$ cat config.mk
export PLATFORM = sky130hd
export DESIGN_NAME = golomb_run_length_decoder_flat
export DESIGN_NICKNAME = d
export VERILOG_FILES = /design/src/rtl/grld_pkg.sv /design/src/rtl/grld_in_if.sv /design/src/rtl/grld_out_if.sv /design/src/rtl/grld_cfg.sv /design/src/rtl/grld_core.sv /design/src/rtl/grld_ofifo.sv /design/src/rtl/golomb_run_length_decoder.sv /design/src/flat_wrapper.sv
export SDC_FILE = /design/constraint.sdc
export NUM_CORES = 1
export LEC_CHECK = 0
export ABC_AREA = 1
export BUFFER_PORTS_ARGS = -buffer_cell sky130_fd_sc_hd__buf_2
export CAP_MARGIN = 20
export CORE_MARGIN = 5
export CORE_UTILIZATION = 50
export CTS_CLUSTER_SIZE = 16
export DETAILED_ROUTE_END_ITERATION = 6
export PLACE_DENSITY = 0.76
export SLEW_MARGIN = 20
export SYNTH_ARGS = -nofsm -noshare
export SYNTH_HDL_FRONTEND = slang
export SYNTH_SLANG_ARGS = --single-unit
export TNS_END_PERCENT = 100
$ cat constraint.sdc
create_clock -name i_clk -period 15.8 [get_ports i_clk]
set_clock_uncertainty 0.15 [all_clocks]
set_input_delay 0.79 -clock i_clk [delete_from_list [all_inputs] [get_ports i_clk]]
set_output_delay 0.79 -clock i_clk [all_outputs]
set_load 0.1 [all_outputs]
$ cat src/rtl/grld_pkg.sv
// ----------------------------------------------------------------------------
// grld_pkg
// Shared constants and types for the Golomb run-length decoder.
// ----------------------------------------------------------------------------
package grld_pkg;

    localparam int CS_W       = 5;
    localparam int TL_W       = 24;
    localparam int APB_ADDR_W = 3;
    localparam int APB_DATA_W = 32;
    localparam int FIFO_DEPTH = 4;

    // register index, taken from the paddr word bit
    localparam logic REG_CODE_SELECT  = 1'b0;
    localparam logic REG_TOTAL_LENGTH = 1'b1;

    localparam logic [CS_W-1:0] CS_RESET = '0;
    localparam logic [TL_W-1:0] TL_RESET = TL_W'(1);

    typedef struct packed {
        logic [CS_W-1:0] code_select;
        logic [TL_W-1:0] total_length;
    } t_cfg;

endpackage

$ cat src/rtl/grld_in_if.sv
// ----------------------------------------------------------------------------
// grld_in_if
// Code bit channel: one compressed-stream bit per item.
// ----------------------------------------------------------------------------
interface grld_in_if;
    logic valid;
    logic ready;
    logic code_bit;
    logic start_req;

    modport source (output valid, output code_bit, output start_req, input ready);
    modport sink   (input valid, input code_bit, input start_req, output ready);
endinterface

$ cat src/rtl/grld_out_if.sv
// ----------------------------------------------------------------------------
// grld_out_if
// Run channel: one decoded run length per item, with a final-run mark.
// ----------------------------------------------------------------------------
interface grld_out_if #(
    parameter int RUN_WIDTH = 24
);
    logic                 valid;
    logic                 ready;
    logic [RUN_WIDTH-1:0] run_value;
    logic                 last;

    modport source (output valid, output run_value, output last, input ready);
    modport sink   (input valid, input run_value, input last, output ready);
endinterface

$ cat src/rtl/grld_cfg.sv
// ----------------------------------------------------------------------------
// grld_cfg
// APB register file holding the codebook select and the target length.
// ----------------------------------------------------------------------------
module grld_cfg (
    input  logic                                i_clk,
    input  logic                                i_rst_n,
    input  logic                                psel,
    input  logic                                penable,
    input  logic                                pwrite,
    input  logic [grld_pkg::APB_ADDR_W-1:0]     paddr,
    input  logic [grld_pkg::APB_DATA_W-1:0]     pwdata,
    output logic [grld_pkg::APB_DATA_W-1:0]     prdata,
    output logic                                pready,
    output grld_pkg::t_cfg                      o_cfg
);

    logic [grld_pkg::CS_W-1:0] r_code_select;
    logic [grld_pkg::TL_W-1:0] r_total_length;
    logic                      w_idx;
    logic                      w_wr;

    assign w_idx  = paddr[2];
    assign w_wr   = psel && penable && pwrite;
    assign pready = 1'b1;

    always_ff @(posedge i_clk) begin
        if (!i_rst_n) begin
            r_code_select  <= grld_pkg::CS_RESET;
            r_total_length <= grld_pkg::TL_RESET;
        end else if (w_wr) begin
            case (w_idx)
                grld_pkg::REG_CODE_SELECT: begin
                    r_code_select <= pwdata[grld_pkg::CS_W-1:0];
                end
                grld_pkg::REG_TOTAL_LENGTH: begin
                    r_total_length <= pwdata[grld_pkg::TL_W-1:0];
                end
                default: begin
                end
            endcase
        end
    end

    always_comb begin
        case (w_idx)
            grld_pkg::REG_CODE_SELECT: begin
                prdata = grld_pkg::APB_DATA_W'(r_code_select);
            end
            grld_pkg::REG_TOTAL_LENGTH: begin
                prdata = grld_pkg::APB_DATA_W'(r_total_length);
            end
            default: begin
                prdata = '0;
            end
        endcase
    end

    assign o_cfg.code_select  = r_code_select;
    assign o_cfg.total_length = r_total_length;

endmodule

$ cat src/rtl/grld_core.sv
// ----------------------------------------------------------------------------
// grld_core
// Per-bit Golomb decode step: code word state, length sum and held run.
// Emits zero, one or two runs for each accepted bit.
// ----------------------------------------------------------------------------
module grld_core #(
    parameter int RUN_WIDTH    = 24,
    parameter int MAX_REM_BITS = 16
) (
    input  logic                 i_clk,
    input  logic                 i_rst_n,
    input  logic                 i_take,
    input  logic                 i_code_bit,
    input  logic                 i_start_req,
    input  grld_pkg::t_cfg       i_cfg,
    output logic [1:0]           o_push_cnt,
    output logic [RUN_WIDTH:0]   o_push_data [2]
);

    localparam int BL_W   = $clog2(MAX_REM_BITS + 1);
    localparam int WIDE_W = (RUN_WIDTH > MAX_REM_BITS + 2) ? RUN_WIDTH : MAX_REM_BITS + 2;
    localparam int QW     = WIDE_W + 1;
    localparam int VW     = WIDE_W + 2;
    localparam int SUM_W  = (RUN_WIDTH + 1 > grld_pkg::TL_W + 1) ?
                            RUN_WIDTH + 1 : grld_pkg::TL_W + 1;
    localparam logic [RUN_WIDTH-1:0] RUN_MAX = '1;

    typedef enum logic [2:0] {
        PH_IDLE,
        PH_UNARY,
        PH_PREFIX1,
        PH_PREFIX2,
        PH_REM,
        PH_FLAG,
        PH_TAIL
    } t_phase;

    typedef enum logic [1:0] {
        OFF_NONE,
        OFF_ONE,
        OFF_TWO
    } t_off;

    t_phase                    r_phase, n_phase, s_phase;
    logic [RUN_WIDTH-1:0]      r_quot, n_quot, s_quot;
    logic [MAX_REM_BITS-1:0]   r_rem, n_rem, s_rem;
    logic [BL_W-1:0]           r_bits_left, n_bits_left, s_bits_left;
    t_off                      r_pick, n_pick, s_pick;
    logic [SUM_W-1:0]          r_sum, n_sum, s_sum;
    logic [RUN_WIDTH-1:0]      r_pend, n_pend, s_pend;
    logic                      r_pend_v, n_pend_v, s_pend_v;

    logic                      w_odd;
    logic [grld_pkg::CS_W-1:0] w_kraw;
    logic [BL_W-1:0]           w_k;
    logic [QW-1:0]             w_step;
    logic [QW-1:0]             w_qsum;
    logic [MAX_REM_BITS-1:0]   w_shifted;
    logic [BL_W-1:0]           w_bl_dec;
    t_off                      w_fpick;
    logic [MAX_REM_BITS-1:0]   w_frem;
    logic [VW-1:0]             w_off;
    logic [VW-1:0]             w_vsum;
    logic [RUN_WIDTH-1:0]      w_run;
    logic [SUM_W-1:0]          w_new_sum;
    logic                      w_fin;
    logic [1:0]                w_cnt;
    logic [RUN_WIDTH:0]        w_d0, w_d1;

    // main decoding goes on while sum + 1 stays below the target
    function automatic t_phase main_or_flag(input logic [SUM_W-1:0] sum,
                                            input logic [grld_pkg::TL_W-1:0] tl);
        logic [SUM_W:0] nxt;
        nxt = (SUM_W + 1)'(sum) + (SUM_W + 1)'(1);
        return (nxt < (SUM_W + 1)'(tl)) ? PH_UNARY : PH_FLAG;
    endfunction

    // codebook decode
    assign w_odd  = i_cfg.code_select[0];
    assign w_kraw = (grld_pkg::CS_W)'(i_cfg.code_select[grld_pkg::CS_W-1:1])
                    + (grld_pkg::CS_W)'(!w_odd);
    assign w_k    = (w_kraw > (grld_pkg::CS_W)'(MAX_REM_BITS)) ?
                    BL_W'(MAX_REM_BITS) : w_kraw[BL_W-1:0];
    assign w_step = w_odd ? (QW'(3) << w_k) : (QW'(1) << w_k);

    // a start request clears the block state ahead of this bit
    always_comb begin
        if (i_start_req) begin
            s_phase     = main_or_flag('0, i_cfg.total_length);
            s_quot      = '0;
            s_rem       = '0;
            s_bits_left = '0;
            s_pick      = OFF_NONE;
            s_sum       = '0;
            s_pend      = '0;
            s_pend_v    = 1'b0;
        end else begin
            s_phase     = r_phase;
            s_quot      = r_quot;
            s_rem       = r_rem;
            s_bits_left = r_bits_left;
            s_pick      = r_pick;
            s_sum       = r_sum;
            s_pend      = r_pend;
            s_pend_v    = r_pend_v;
        end
    end

    assign w_qsum    = QW'(s_quot) + w_step;
    assign w_shifted = (s_rem << 1) | MAX_REM_BITS'(i_code_bit);
    assign w_bl_dec  = (s_bits_left != '0) ? s_bits_left - BL_W'(1) : '0;

    // run value of a finished code word
    always_comb begin
        case (s_phase)
            PH_PREFIX1: w_fpick = OFF_NONE;
            PH_PREFIX2: w_fpick = i_code_bit ? OFF_TWO : OFF_ONE;
            default:    w_fpick = s_pick;
        endcase
        w_frem = (s_phase == PH_REM) ? w_shifted : s_rem;
        case (w_fpick)
            OFF_ONE: w_off = VW'(1) << w_k;
            OFF_TWO: w_off = VW'(2) << w_k;
            default: w_off = '0;
        endcase
    end

    assign w_vsum    = VW'(s_quot) + VW'(w_frem) + w_off + VW'(1);
    assign w_run     = (w_vsum > VW'(RUN_MAX)) ? RUN_MAX : w_vsum[RUN_WIDTH-1:0];
    assign w_new_sum = s_sum + SUM_W'(w_run) - SUM_W'(1);

    always_comb begin
        n_phase     = s_phase;
        n_quot      = s_quot;
        n_rem       = s_rem;
        n_bits_left = s_bits_left;
        n_pick      = s_pick;
        n_sum       = s_sum;
        n_pend      = s_pend;
        n_pend_v    = s_pend_v;
        w_fin       = 1'b0;
        w_cnt       = 2'd0;
        w_d0        = {s_pend, 1'b0};
        w_d1        = {RUN_WIDTH'(1), 1'b1};

        case (s_phase)
            PH_UNARY: begin
                if (i_code_bit) begin
                    n_quot = (w_qsum > QW'(RUN_MAX)) ? RUN_MAX : w_qsum[RUN_WIDTH-1:0];
                end else if (w_odd) begin
                    n_phase = PH_PREFIX1;
                end else begin
                    n_pick      = OFF_NONE;
                    n_bits_left = w_k;
                    n_rem       = '0;
                    n_phase     = PH_REM;
                end
            end
            PH_PREFIX1, PH_PREFIX2: begin
                if (s_phase == PH_PREFIX1 && i_code_bit) begin
                    n_phase = PH_PREFIX2;
                end else begin
                    n_pick = w_fpick;
                    if (w_k == '0) begin
                        w_fin = 1'b1;
                    end else begin
                        n_bits_left = w_k;
                        n_rem       = '0;
                        n_phase     = PH_REM;
                    end
                end
            end
            PH_REM: begin
                n_rem       = w_shifted;
                n_bits_left = w_bl_dec;
                w_fin       = (w_bl_dec == '0);
            end
            PH_FLAG: begin
                if (i_code_bit) begin
                    n_phase = PH_TAIL;
                end else begin
                    // held run closes the block
                    w_d0     = {s_pend, 1'b1};
                    w_cnt    = s_pend_v ? 2'd1 : 2'd0;
                    n_pend_v = 1'b0;
                    n_phase  = PH_IDLE;
                end
            end
            PH_TAIL: begin
                if (i_code_bit) begin
                    w_cnt    = s_pend_v ? 2'd1 : 2'd0;
                    n_pend   = RUN_WIDTH'(1);
                    n_pend_v = 1'b1;
                end else begin
                    if (s_pend_v) begin
                        w_cnt = 2'd2;
                    end else begin
                        w_d0  = {RUN_WIDTH'(1), 1'b1};
                        w_cnt = 2'd1;
                    end
                    n_pend_v = 1'b0;
                    n_phase  = PH_IDLE;
                end
            end
            default: begin
            end
        endcase

        if (w_fin) begin
            // release the held run, hold the new one
            w_cnt       = s_pend_v ? 2'd1 : 2'd0;
            n_pend      = w_run;
            n_pend_v    = 1'b1;
            n_sum       = w_new_sum;
            n_quot      = '0;
            n_rem       = '0;
            n_bits_left = '0;
            n_pick      = OFF_NONE;
            n_phase     = main_or_flag(w_new_sum, i_cfg.total_length);
        end
    end

    always_ff @(posedge i_clk) begin
        if (!i_rst_n) begin
            r_phase     <= PH_IDLE;
            r_quot      <= '0;
            r_rem       <= '0;
            r_bits_left <= '0;
            r_pick      <= OFF_NONE;
            r_sum       <= '0;
            r_pend      <= '0;
            r_pend_v    <= 1'b0;
        end else if (i_take) begin
            r_phase     <= n_phase;
            r_quot      <= n_quot;
            r_rem       <= n_rem;
            r_bits_left <= n_bits_left;
            r_pick      <= n_pick;
            r_sum       <= n_sum;
            r_pend      <= n_pend;
            r_pend_v    <= n_pend_v;
        end
    end

    assign o_push_cnt     = i_take ? w_cnt : 2'd0;
    assign o_push_data[0] = w_d0;
    assign o_push_data[1] = w_d1;

endmodule

$ cat src/rtl/grld_ofifo.sv
// ----------------------------------------------------------------------------
// grld_ofifo
// Small result queue: takes up to two items per cycle, releases one.
// ----------------------------------------------------------------------------
module grld_ofifo #(
    parameter int W = 25
) (
    input  logic          i_clk,
    input  logic          i_rst_n,
    input  logic [1:0]    i_push_cnt,
    input  logic [W-1:0]  i_push_data [2],
    input  logic          i_pop,
    output logic          o_room,
    output logic          o_valid,
    output logic [W-1:0]  o_data
);

    localparam int DEPTH = grld_pkg::FIFO_DEPTH;
    localparam int PW    = $clog2(DEPTH);
    localparam int CW    = $clog2(DEPTH + 1);

    logic [W-1:0]  r_mem [DEPTH];
    logic [PW-1:0] r_wr, r_rd;
    logic [CW-1:0] r_cnt;
    logic [PW-1:0] w_wr1;
    logic          w_pop;

    assign w_wr1   = r_wr + PW'(1);
    assign w_pop   = i_pop && (r_cnt != '0);
    assign o_valid = (r_cnt != '0);
    assign o_data  = r_mem[r_rd];
    // keep room for the two items a single bit can cause
    assign o_room  = (r_cnt <= CW'(DEPTH - 2));

    always_ff @(posedge i_clk) begin
        if (i_push_cnt != 2'd0) begin
            r_mem[r_wr] <= i_push_data[0];
        end
        if (i_push_cnt == 2'd2) begin
            r_mem[w_wr1] <= i_push_data[1];
        end
    end

    always_ff @(posedge i_clk) begin
        if (!i_rst_n) begin
            r_wr  <= '0;
            r_rd  <= '0;
            r_cnt <= '0;
        end else begin
            r_wr  <= r_wr + PW'(i_push_cnt);
            r_rd  <= r_rd + PW'(w_pop);
            r_cnt <= r_cnt + CW'(i_push_cnt) - CW'(w_pop);
        end
    end

endmodule

$ cat src/rtl/golomb_run_length_decoder.sv
// ----------------------------------------------------------------------------
// golomb_run_length_decoder
// Decodes Golomb / Golomb-Rice run lengths from a bit stream, one code bit
// per item and one item per clock. Each bit goes through a single decode
// step between the state registers and a four-entry result queue; the queue
// absorbs the two runs a closing tail bit can produce, so input is taken
// every cycle while the queue holds at most two results, and results leave
// one per cycle while o_runs.ready is high. A run appears on the output one
// code word late so that the final run of a block carries the last mark.
// Program code_select and total_length over APB while the decoder is idle;
// start_req on a bit begins a new block with that bit.
// ----------------------------------------------------------------------------
module golomb_run_length_decoder #(
    parameter int RUN_WIDTH    = 24,
    parameter int MAX_REM_BITS = 16
) (
    input  logic                             i_clk,
    input  logic                             i_rst_n,
    grld_in_if.sink                          i_bits,
    grld_out_if.source                       o_runs,
    input  logic                             psel,
    input  logic                             penable,
    input  logic                             pwrite,
    input  logic [grld_pkg::APB_ADDR_W-1:0]  paddr,
    input  logic [grld_pkg::APB_DATA_W-1:0]  pwdata,
    output logic [grld_pkg::APB_DATA_W-1:0]  prdata,
    output logic                             pready
);

    grld_pkg::t_cfg     w_cfg;
    logic               w_take;
    logic               w_room;
    logic [1:0]         w_push_cnt;
    logic [RUN_WIDTH:0] w_push_data [2];
    logic [RUN_WIDTH:0] w_head;

    grld_cfg u_cfg (
        .i_clk   (i_clk),
        .i_rst_n (i_rst_n),
        .psel    (psel),
        .penable (penable),
        .pwrite  (pwrite),
        .paddr   (paddr),
        .pwdata  (pwdata),
        .prdata  (prdata),
        .pready  (pready),
        .o_cfg   (w_cfg)
    );

    assign i_bits.ready = w_room;
    assign w_take       = i_bits.valid && w_room;

    grld_core #(
        .RUN_WIDTH    (RUN_WIDTH),
        .MAX_REM_BITS (MAX_REM_BITS)
    ) u_core (
        .i_clk       (i_clk),
        .i_rst_n     (i_rst_n),
        .i_take      (w_take),
        .i_code_bit  (i_bits.code_bit),
        .i_start_req (i_bits.start_req),
        .i_cfg       (w_cfg),
        .o_push_cnt  (w_push_cnt),
        .o_push_data (w_push_data)
    );

    grld_ofifo #(
        .W (RUN_WIDTH + 1)
    ) u_ofifo (
        .i_clk       (i_clk),
        .i_rst_n     (i_rst_n),
        .i_push_cnt  (w_push_cnt),
        .i_push_data (w_push_data),
        .i_pop       (o_runs.ready),
        .o_room      (w_room),
        .o_valid     (o_runs.valid),
        .o_data      (w_head)
    );

    assign o_runs.run_value = w_head[RUN_WIDTH:1];
    assign o_runs.last      = w_head[0];

endmodule
$ cat src/flat_wrapper.sv
// flat-port wrapper written by rule: the top's interface ports become plain ports
module golomb_run_length_decoder_flat 
#(
    parameter int RUN_WIDTH    = 24,
    parameter int MAX_REM_BITS = 16
)
  (i_clk, i_rst_n, psel, penable, pwrite, paddr, pwdata, prdata, pready, i_bits_valid, i_bits_code_bit, i_bits_start_req, i_bits_ready, o_runs_valid, o_runs_run_value, o_runs_last, o_runs_ready);
  grld_in_if i_bits_i ();
  grld_out_if #(.RUN_WIDTH(RUN_WIDTH)) o_runs_i ();
  input  logic i_clk;
  input  logic i_rst_n;
  input  logic psel;
  input  logic penable;
  input  logic pwrite;
  input  logic [grld_pkg::APB_ADDR_W-1:0] paddr;
  input  logic [grld_pkg::APB_DATA_W-1:0] pwdata;
  output logic [grld_pkg::APB_DATA_W-1:0] prdata;
  output logic pready;
  input wire logic [$bits(i_bits_i.valid)-1:0] i_bits_valid;
  input wire logic [$bits(i_bits_i.code_bit)-1:0] i_bits_code_bit;
  input wire logic [$bits(i_bits_i.start_req)-1:0] i_bits_start_req;
  output wire logic [$bits(i_bits_i.ready)-1:0] i_bits_ready;
  output wire logic [$bits(o_runs_i.valid)-1:0] o_runs_valid;
  output wire logic [$bits(o_runs_i.run_value)-1:0] o_runs_run_value;
  output wire logic [$bits(o_runs_i.last)-1:0] o_runs_last;
  input wire logic [$bits(o_runs_i.ready)-1:0] o_runs_ready;
  assign i_bits_i.valid = i_bits_valid;
  assign i_bits_i.code_bit = i_bits_code_bit;
  assign i_bits_i.start_req = i_bits_start_req;
  assign i_bits_ready = i_bits_i.ready;
  assign o_runs_valid = o_runs_i.valid;
  assign o_runs_run_value = o_runs_i.run_value;
  assign o_runs_last = o_runs_i.last;
  assign o_runs_i.ready = o_runs_ready;
  golomb_run_length_decoder #(.RUN_WIDTH(RUN_WIDTH), .MAX_REM_BITS(MAX_REM_BITS)) u_core (.i_clk(i_clk), .i_rst_n(i_rst_n), .i_bits(i_bits_i), .o_runs(o_runs_i), .psel(psel), .penable(penable), .pwrite(pwrite), .paddr(paddr), .pwdata(pwdata), .prdata(prdata), .pready(pready));
endmodule
# Word level (Yosys, flattened, before mapping)
# Memory sizes are Yosys's and may differ from the RTL's. A register that Yosys moved wholly into a read port is not among the register bits.
# Index checks and enable logic that the tools add are counted.
word_totals:
  regBits: 136
  ram_bits: 100
  inputBits: 44
  out_inout_bits: 60
  word_cells: 138
  memories: 1
op_classes:
  add_sub_neg: 14
  order_cmp: 6
  n_eq_ne: 9
  n_shift: 4
  n_mux: 75
  n_bitwise: 2
  n_reduce_logical: 14
memory_table:
  columns: ["name", "words", "word_bits", "rd", "rd_ports_with_merged_regs", "write_ports", "line_no", "text"]
  rows:
  - ["u_core.u_ofifo.r_mem", 4, 25, 1, 1, 2, "grld_ofifo.sv:22", "logic [W-1:0] r_mem [DEPTH];"]
ops:
  columns: ["cell", "count"]
  rows:
  - ["$mux W24", 10]
  - ["$mux W25", 5]
  - ["$mux W16", 7]
  - ["$pmux W32 S2", 1]
  - ["$pmux W26 S2", 1]
  - ["$pmux W25 S2", 1]
  - ["$pmux W16 S3", 1]
  - ["$mux W5", 8]
  - ["$mux W3", 10]
  - ["$add A25 B1 Y26 const B", 1]
  - ["$add A25 B26 Y26", 1]
  - ["$add A26 B1 Y26 const B", 1]
  - ["$gt A26 B24 Y1 const B", 1]
  - ["$lt A26 B24 Y1", 1]
  - ["$shl A1 B5 Y26 const A", 1]
  - ["$shl A2 B5 Y26 const A", 1]
  - ["$add A24 B16 Y25", 1]
  - ["$add A24 B25 Y25", 1]
  - ["$add A25 B24 Y25", 1]
  - ["$gt A25 B24 Y1 const B", 1]
  - ["$shl A1 B5 Y25 const A", 1]
  - ["$shl A2 B5 Y25 const A", 1]
  - ["$sub A25 B1 Y25 const B", 1]
  - ["$lt A1 B24 Y1 const A", 1]
  - ["30 further kinds", 65]

# Logic depth before layout (Yosys ltp)
# Gate-level depths: netlist (run 1).
logic_depth:
  ltp_word: 17
  ltp_mapped: 64
  mapped_depth_nobuf: 63

# Hierarchy
# Synthesis (run 1) repeated with hierarchy kept, for this count alone.
hier_totals:
  cells_unflattened: 2975
  area_unflattened_um2: 20178.1
by_module_without_submodules:
  columns: ["module", "n_inst", "cells_per_inst", "area_each_um2", "seq_area_each_um2"]
  rows:
  - ["grld_core", 1, 2177, 12969.9, 2001.9]
  - ["grld_ofifo", 1, 544, 5620.4, 3143.0]
  - ["grld_cfg", 1, 252, 1580.3, 580.6]
  - ["golomb_run_length_decoder", 1, 2, 7.5, 0.0]

# Worst setup path after synthesis (run 1)
# OpenSTA, ideal clock, no wires.
synth_timing:
  path_type: "input-to-reg"
  startpoint: "in i_bits_start_req"
  endpoint: "reg u_core.u_core.r_phase[2]"
  setup_time_ns: 0.132
  t_arrival_ns: 8.290
  required_time_ns: 15.518
  slack_ns: 7.228
  cell_stages: 51
  n_path_buf: 2
  cell_sequence: "inv_2 buf_2 nor4_1 nand3_1 nand2_2 inv_2 nand3_1 o21a_1 ha_1 inv_1 ha_1 inv_1 nor3_1 nand2_1 fa_1 inv_1 ha_1 nand3_1 [15 not listed] nand3_1 nor2_1 nand3_1 nor2_1 nand4_1 nor4_1 nand2_1 xor2_1 inv_1 ha_1 a21oi_1 nor3_1 a211oi_1 nand2_1 a21oi_1 nand4_1 nand2_1 a21oi_1"
synth_via:
  elab_chain_len: 15
  word_cells_on_any_way: 42
  classes_between: "7 x add/sub; 2 x order compare; 8 x eq/ne; 20 x mux; 1 x bitwise; 4 x reduce/logical"
synth_rtl:
  columns: ["item", "line_no", "text"]
  rows:
  - ["start: declaration", "flat_wrapper.sv:21", "input wire logic [$bits(i_bits_i.start_req)-1:0] i_bits_start_req;"]
  - ["parallel branches: the longest is 14 deep, another holds $add A25 B26 Y26", null, null]
  - ["$mux W3 *", "grld_core.sv:209", "if (w_fin) begin"]
  - ["end signal: assignment", "grld_core.sv:234", "r_phase <= n_phase;"]
  - ["end: declaration", "grld_core.sv:44", "t_phase r_phase, n_phase, s_phase;"]
# Mark *: on every way between the ends.
# A chain may end at the register's enable or synchronous reset.

# Worst setup path in the final report (run 1)
# Ends and elaborated chain as after synthesis.

==> flow_summary_export.csv, run 1 <==
group,metric,value,unit
routing,drc,0,
critical_path,cpMostUsedCell,"nand2_1",
routing,postRouteAntennaNets,0,
synthesis,synth_area_leaders,"dfxtp_1 (26%), nand2_1 (14%), ha_1 (9.9%)",
routing,dr.pass1.iters,6,
clock_network,clock-root-buffer,"clkbuf_16",
place,port_buffers,84,
pwr,total_power,2.551,mW
hold_path,hold_path.class,"reg -> reg",
critical_path,crit_required,16.03,ns
synthesis,synthDistinctLibCells,50,
sta,rsz0062_at_grt,"no",
floorplanning,dieArea,40470,um2
clock_network,post-cts-setup-buffers,0,
critical_path,timing.critical_path.to,"u_core.u_core.r_phase[2]",
global_routing,grtUsageTotal,24.56,%
sta,worstMarginPinSlew,1.131,ns
sta,hold_viol,0,
global_routing,grt_max_degree,93,
synthesis,synth_edf_count,0,
synthesis,postSynthAreaPerCell,6.269,um2
critical_path,start_kind,"input port",
critical_path,endpoint_kind,"register",
critical_path,crit_family,"simple AND/OR/NAND/NOR gates",
sta,fin_crit,11.42,ns
sta,slew_headroom,24.60,%
sta,clock.fmax,87.59,MHz
clock_network,clkSinkCount,236,
sta,drv_slew,0,
clock_network,clkTransAtPathRegs,0.06,ns
hold_path,hold_depth,2,
run,maxCapViolations,0,
critical_path,cp.depth,51,
floorplanning,core,36350,um2
pwr,p_leak,9.566,nW
clock_network,cts_buffer_depth,3,
sta,setup_viol,0,
sta,setup_tns,0,ns
global_routing,grt_pass1_vias,17280,
finish,final_nets,3139,
floorplanning,die_h,201.2,um
floorplanning,io_pins,104,
global_routing,antenna_found_initial,1,
finish,antenna_cells,0,
critical_path,r2r_start,"u_core.u_cfg.r_code_select[0]",
critical_path,crit_buf_inv,10,
critical_path,path_class,"in -> reg",
pwr,powerDensity,129.0,nW/um2
clock_network,cts_tree,"yes",
sta,fin_crit_sh,72.26,%
critical_path,r2r_setup_slack,4.84,ns
routing,via_per_inst,5.525,
synthesis,synth_cells,2915,
synthesis,synth_area,18270,um2
synthesis,yosys_warnings,0,
critical_path,reg2reg_depth,49,
clock_network,postCtsResizedCells,0,
sta,worst_slack,4.384,ns
critical_path,timing.rr.end,"u_core.u_core.r_phase[2]",
critical_path,slowest_delay,0.64,ns
synthesis,yosys_most_used_dff,"dfxtp_1",
pwr,irDropWorstVdd,0.08082,mV
place,hpwlAfterDp,37910,um
finish,drive_above_1_share,6.773,%
floorplanning,fp-row-count,70,
synthesis,yosysTopAreaCellShare,25.85,%
finish,area_delta_synth_final,8.230,%
routing,via_count,18900,
floorplanning,start_util,50.28,%
routing,routedWlPerCell,15.21,um
routing,routed_wirelength,52020,um
clock_network,holdBufCountCts,0,
critical_path,arrival,11.65,ns
critical_path,path_max_fanout,32,
synthesis,synth-seq-cells,236,
critical_path,cpMaxStageDelayCell,"fa_1",
routing,drt_iter0_drc,1485,
clock_network,cts_htree_levels,1,
synthesis,synth_area_leader_cell,"dfxtp_1",
clock_network,insertion_delay,0.56,ns
place,routabilityCongestion,0.9344,
synthesis,ys_async_sr_fraction,0,%
floorplanning,die_w,201.2,um
critical_path,startpoint,"i_bits_start_req",
global_routing,grt.overflow.total,0,
synthesis,ys_seq_area_share,25.85,%
clock_network,cts_buffers,28,
place,pre_cts_ws,4.066,ns
global_routing,grt_pass1_wl,84860,um
status,status,"finished, final reports clean",
==> metal layers <==
layer  up-vias  global-route usage, %  share of wire (%)
li1       9453                      -                  -
met4         2                  7.788                2.8
met3       104                  3.239                7.3
met1      8707                  32.09                 43
met2       636                  42.32                 47
met5         -                      0              0.038
==> Yosys cell counts (21+ instances only) <==
library cell and number:
dfxtp_1 236, xnor2_1 28, nor2_1 441, nand4_1 31, nand2_1 658, o21ai_0 244, a21oi_1 215, o22ai_1 25
a31oi_1 42, clkbuf_1 72, inv_1 366, xor2_1 32, ha_1 144, buf_2 23, nand3_1 133, o21bai_1 21
nor3_1 22
==> placed cells by master (no fill, tap or decap), types with 42 or more instances in the layout <==
master,Yosys,final
a21oi_1,215,215
buf_2,23,84
o21ai_0,244,244
a31oi_1,42,42
dfxtp_1,236,236
nor2_1,441,440
inv_1,366,364
nand2_1,658,657
ha_1,144,144
nand3_1,133,133
==> worst register-to-register path: cells and delay by family, from the launching register on <==
kind / cells / cell delay [ns]
compound gates: 7 / 1.90
fa+ha+maj: 7 / 2.48
buf+inv: 9 / 1.30
flops: 1 / 0.39
xor+xnor: 1 / 0.15
simple gates: 25 / 4.41
==> state kept, by name, indices dropped and copies added, names as in the netlist <==
name                         count
u_core.u_cfg.r_code_select       5
u_core.u_cfg.r_total_length     24
u_core.u_core.r_bits_left        5
u_core.u_core.r_pend            24
u_core.u_core.r_pend_v           1
u_core.u_core.r_phase            3
u_core.u_core.r_pick             2
u_core.u_core.r_quot            24
u_core.u_core.r_rem             16
u_core.u_core.r_sum             25
u_core.u_ofifo.r_cnt             3
u_core.u_ofifo.r_mem           100
u_core.u_ofifo.r_rd              2
u_core.u_ofifo.r_wr              2
==> per-stage QoR <==
step / hold WS, ns / instances / utilization (%) / instance area, um2
final: 0.3133 / 3421 / 54.41 / 19780
after global routing: 0.3283 / 3421 / 54.41 / 19780
after CTS: 0.3124 / 3421 / 54.41 / 19780
after detailed placement: 0.3021 / 3370 / 51.83 / 18840
after global placement: 0.2982 / 3370 / 51.83 / 18840
after floorplan: 0.2867 / 2934 / - / 18350
==> where the power goes <==
group          internal, mW  total, mW  switching, mW
logic                 0.302       1.24          0.936
registers             0.637      0.663         0.0260
clock network         0.377      0.650          0.273
total                  1.32       2.55           1.23
==> cell families after synthesis <==
family / Yosys count / synth area share [%]
and+or+nand+nor: 1336 / 30.04
AOI/OAI and AO/OA: 607 / 18.06
buffers and inverters: 511 / 11.19
DFF: 236 / 25.85
adders and majority gates: 163 / 11.94
xor gates and xnor gates: 60 / 2.876
other: 2 / 0.04110
==> area by class of cell <==
cell class	count	area, um2
clock buffer	38	808.3
clock inverter	13	128.9
fill	3536	16570
inverter	384	1448
multi-input combinational	2187	11580
sequential	236	4725
tap	468	585.6
timing repair buffer	95	503.0
==> worst min path at each step <==
stage	start	to
after CTS	pwdata[0]	u_core.u_cfg.r_total_length[0]
after floorplan	u_core.u_ofifo.r_mem[1][1]	u_core.u_ofifo.r_mem[1][1]
after global routing	u_core.u_core.r_quot[12]	u_core.u_core.r_quot[12]
after detailed placement	u_core.u_ofifo.r_mem[1][1]	u_core.u_ofifo.r_mem[1][1]
after global placement	u_core.u_ofifo.r_mem[1][0]	u_core.u_ofifo.r_mem[1][0]
final	u_core.u_core.r_quot[12]	u_core.u_core.r_quot[12]
Note: power is estimated with default switching activity, not from simulation.
==> inputs of run 2 (changes only) <==
--- a/config.mk
+++ b/config.mk
@@ -12,7 +12,7 @@
 export CORE_UTILIZATION = 50
 export CTS_CLUSTER_SIZE = 16
 export DETAILED_ROUTE_END_ITERATION = 6
-export PLACE_DENSITY = 0.76
+export PLACE_DENSITY = 0.79
 export SLEW_MARGIN = 20
 export SYNTH_ARGS = -nofsm -noshare
 export SYNTH_HDL_FRONTEND = slang
==> constraint.sdc (replaced) <==
create_clock -name i_clk -period 10 [get_ports i_clk]
set_clock_uncertainty 0.15 [all_clocks]
set_input_delay 0.5 -clock i_clk [delete_from_list [all_inputs] [get_ports i_clk]]
set_output_delay 0.5 -clock i_clk [all_outputs]
set_load 0.1 [all_outputs]
==> flow_summary_export.csv, run 2 (same netlist as run 1, synthesis figures left out) <==
group,metric,value,unit
status,status,"finished, final reports clean",
finish,antenna_cells,0,
clock_network,cts_buffer_depth,3,
finish,largest_reg_flops,100,
critical_path,endpoint_kind,"register",
routing,dr.pass1.iters,5,
sta,setup_viol,0,
critical_path,path_class,"reg -> reg",
finish,utilization,54.86,%
clock_network,clkSinkCount,236,
finish,drive_above_1_share,7.114,%
finish,fin_area,19940,um2
global_routing,grt_pass1_wl,86200,um
finish,mostFrequentLayoutCells,"nand2_1 (657), nor2_1 (440), inv_1 (364)",
critical_path,arrival,9.60,ns
critical_path,slowest_delay,0.54,ns
finish,mostFrequentLayoutCell,"nand2_1",
sta,drv_slew,0,
sta,hold_viol,0,
routing,drt_iter0_drc,1396,
critical_path,r2r_setup_slack,0.66,ns
routing,via_per_inst,5.540,
global_routing,grt_pass1_vias,17540,
place,routabilityCongestion,0.9601,
floorplanning,core,36350,um2
routing,via_count,19030,
critical_path,cpMaxStageDelayCell,"o21ai_2",
critical_path,timing.critical_path.to,"u_core.u_core.r_phase[2]",
floorplanning,io_pins,104,
finish,nFillCells,3568,
floorplanning,die_h,201.2,um
clock_network,cts_buffers,28,
finish,regMostFlops,"u_core.u_ofifo.r_mem",
global_routing,antenna_found_initial,0,
pwr,power.switching,1.952,mW
hold_path,hold_depth,3,
pwr,intPower,2.159,mW
critical_path,r2r_start,"u_core.u_cfg.r_code_select[0]",
pwr,p_comb_share,48.1,%
pwr,p_leak,9.661,nW
critical_path,cpMostUsedCell,"nand2_1",
sta,whs,0.05062,ns
critical_path,crit_required,10.26,ns
sta,clock.fmax,107.0,MHz
routing,postRouteAntennaNets,0,
pwr,swShare,47.48,%
clock_network,cts_tree,"yes",
pwr,powerDensity,206.1,nW/um2
clock_network,post-cts-setup-buffers,0,
place,dpl_cell_area,18960,um2
place,port_buffers,84,
sta,worstMarginPinSlew,1.023,ns
critical_path,startpoint,"u_core.u_cfg.r_code_select[0]",
critical_path,reg2reg_depth,54,
global_routing,grt.overflow.total,0,
floorplanning,dieArea,40470,um2
pwr,irDropWorstVdd,0.1302,mV
critical_path,start_kind,"register",
sta,slew_headroom,31.72,%
pwr,seq_power_share,25.5,%
floorplanning,start_util,50.28,%
run,maxCapViolations,0,
clock_network,holdBufCountCts,0,
pwr,p_clk_share,26.4,%
critical_path,timing.rr.end,"u_core.u_core.r_phase[2]",
clock_network,cts_htree_levels,1,
critical_path,path_max_fanout,13,
routing,drc,0,
sta,rsz0062_at_grt,"no",
hold_path,hold_path.class,"in -> reg",
sta,setup_tns,0,ns
floorplanning,die_w,201.2,um
finish,area_delta_synth_final,9.127,%
place,hpwlAfterDp,38990,um
sta,fin_crit,9.342,ns
clock_network,insertion_delay,0.55,ns
routing,routed_wirelength,53300,um
sta,fin_crit_sh,93.42,%
clock_network,postCtsResizedCells,0,
global_routing,grtUsageTotal,24.90,%
finish,final_nets,3153,
routing,routedWlPerCell,15.52,um
finish,top_regs,"u_core.u_ofifo.r_mem: 100 flops, u_core.u_core.r_sum: 25 flops",
global_routing,grt_max_degree,115,
floorplanning,fp-row-count,70,
clock_network,clock-root-buffer,"clkbuf_16",
clock_network,clkTransAtPathRegs,0.06,ns
==> run 2: cell count changes in the layout (fill, tap and decap cells not counted), sizes merged <==
cell      before  now
buf           95  109
bufinv         1    4
clkbuf        38   39
clkinv        16   14
clkinvlp       4    3
inv          376  374
==> run 2: layer usage <==
metal  GRT usage (%)  vias up  share of wire (%)
met5               0        -                  0
met4           8.447        0                3.1
met3           2.401      119                6.1
met2           42.86      654                 47
met1           32.90     8794                 44
li1                -     9459                  -
==> run 2: worst min path at each step <==
stage	start	to	slack [ns]
final	pwdata[0]	u_core.u_cfg.r_total_length[0]	0.05
after CTS	pwdata[3]	u_core.u_cfg.r_code_select[3]	0.04
after detailed placement	u_core.u_core.r_bits_left[4]	u_core.u_core.r_bits_left[4]	0.31
after floorplan	u_core.u_ofifo.r_mem[1][1]	u_core.u_ofifo.r_mem[1][1]	0.29
after global placement	u_core.u_ofifo.r_mem[1][0]	u_core.u_ofifo.r_mem[1][0]	0.30
after global routing	pwdata[3]	u_core.u_cfg.r_code_select[3]	0.05
==> run 2: worst max-delay path: cells and delay by family (launching register included) <==
family                     cells  cell delay [ns]
AOI/OAI and AO/OA              8             1.61
adders and majority gates      7             2.31
xor gates and xnor gates       1             0.16
buffers and inverters         11             1.42
and+or+nand+nor               27             3.23
DFF                            1             0.35
==> run 2: power groups by stage <==
stage	combinational, mW	clock [mW]	sequential [mW]
after floorplan	1.58	0	1.05
after global placement	1.92	0	1.06
after detailed placement	1.96	0	1.07
after CTS	1.97	1.10	1.05
after global routing	2.16	1.14	1.06
final	1.98	1.09	1.05
==> run 2: per-stage QoR <==
stage / total power, mW / instances / setup WS [ns]
finish: 4.111 / 3434 / 0.6577
floorplan: 2.633 / 2934 / 1.718
global route: 4.359 / 3434 / 0.03940
CTS: 4.115 / 3434 / 0.7918
detailed placement: 3.030 / 3384 / 0.6883
global placement: 2.988 / 3384 / 0.8793
==> run 2: final cells by class <==
class	count	area, um2	share of cell area, %
clock buffer	39	813.3	4.078
clock inverter	11	170.2	0.8533
inverter	384	1448	7.259
multi-input combinational	2187	11580	58.07
sequential	236	4725	23.69
tap	468	585.6	2.936
timing repair buffer	109	620.6	3.112
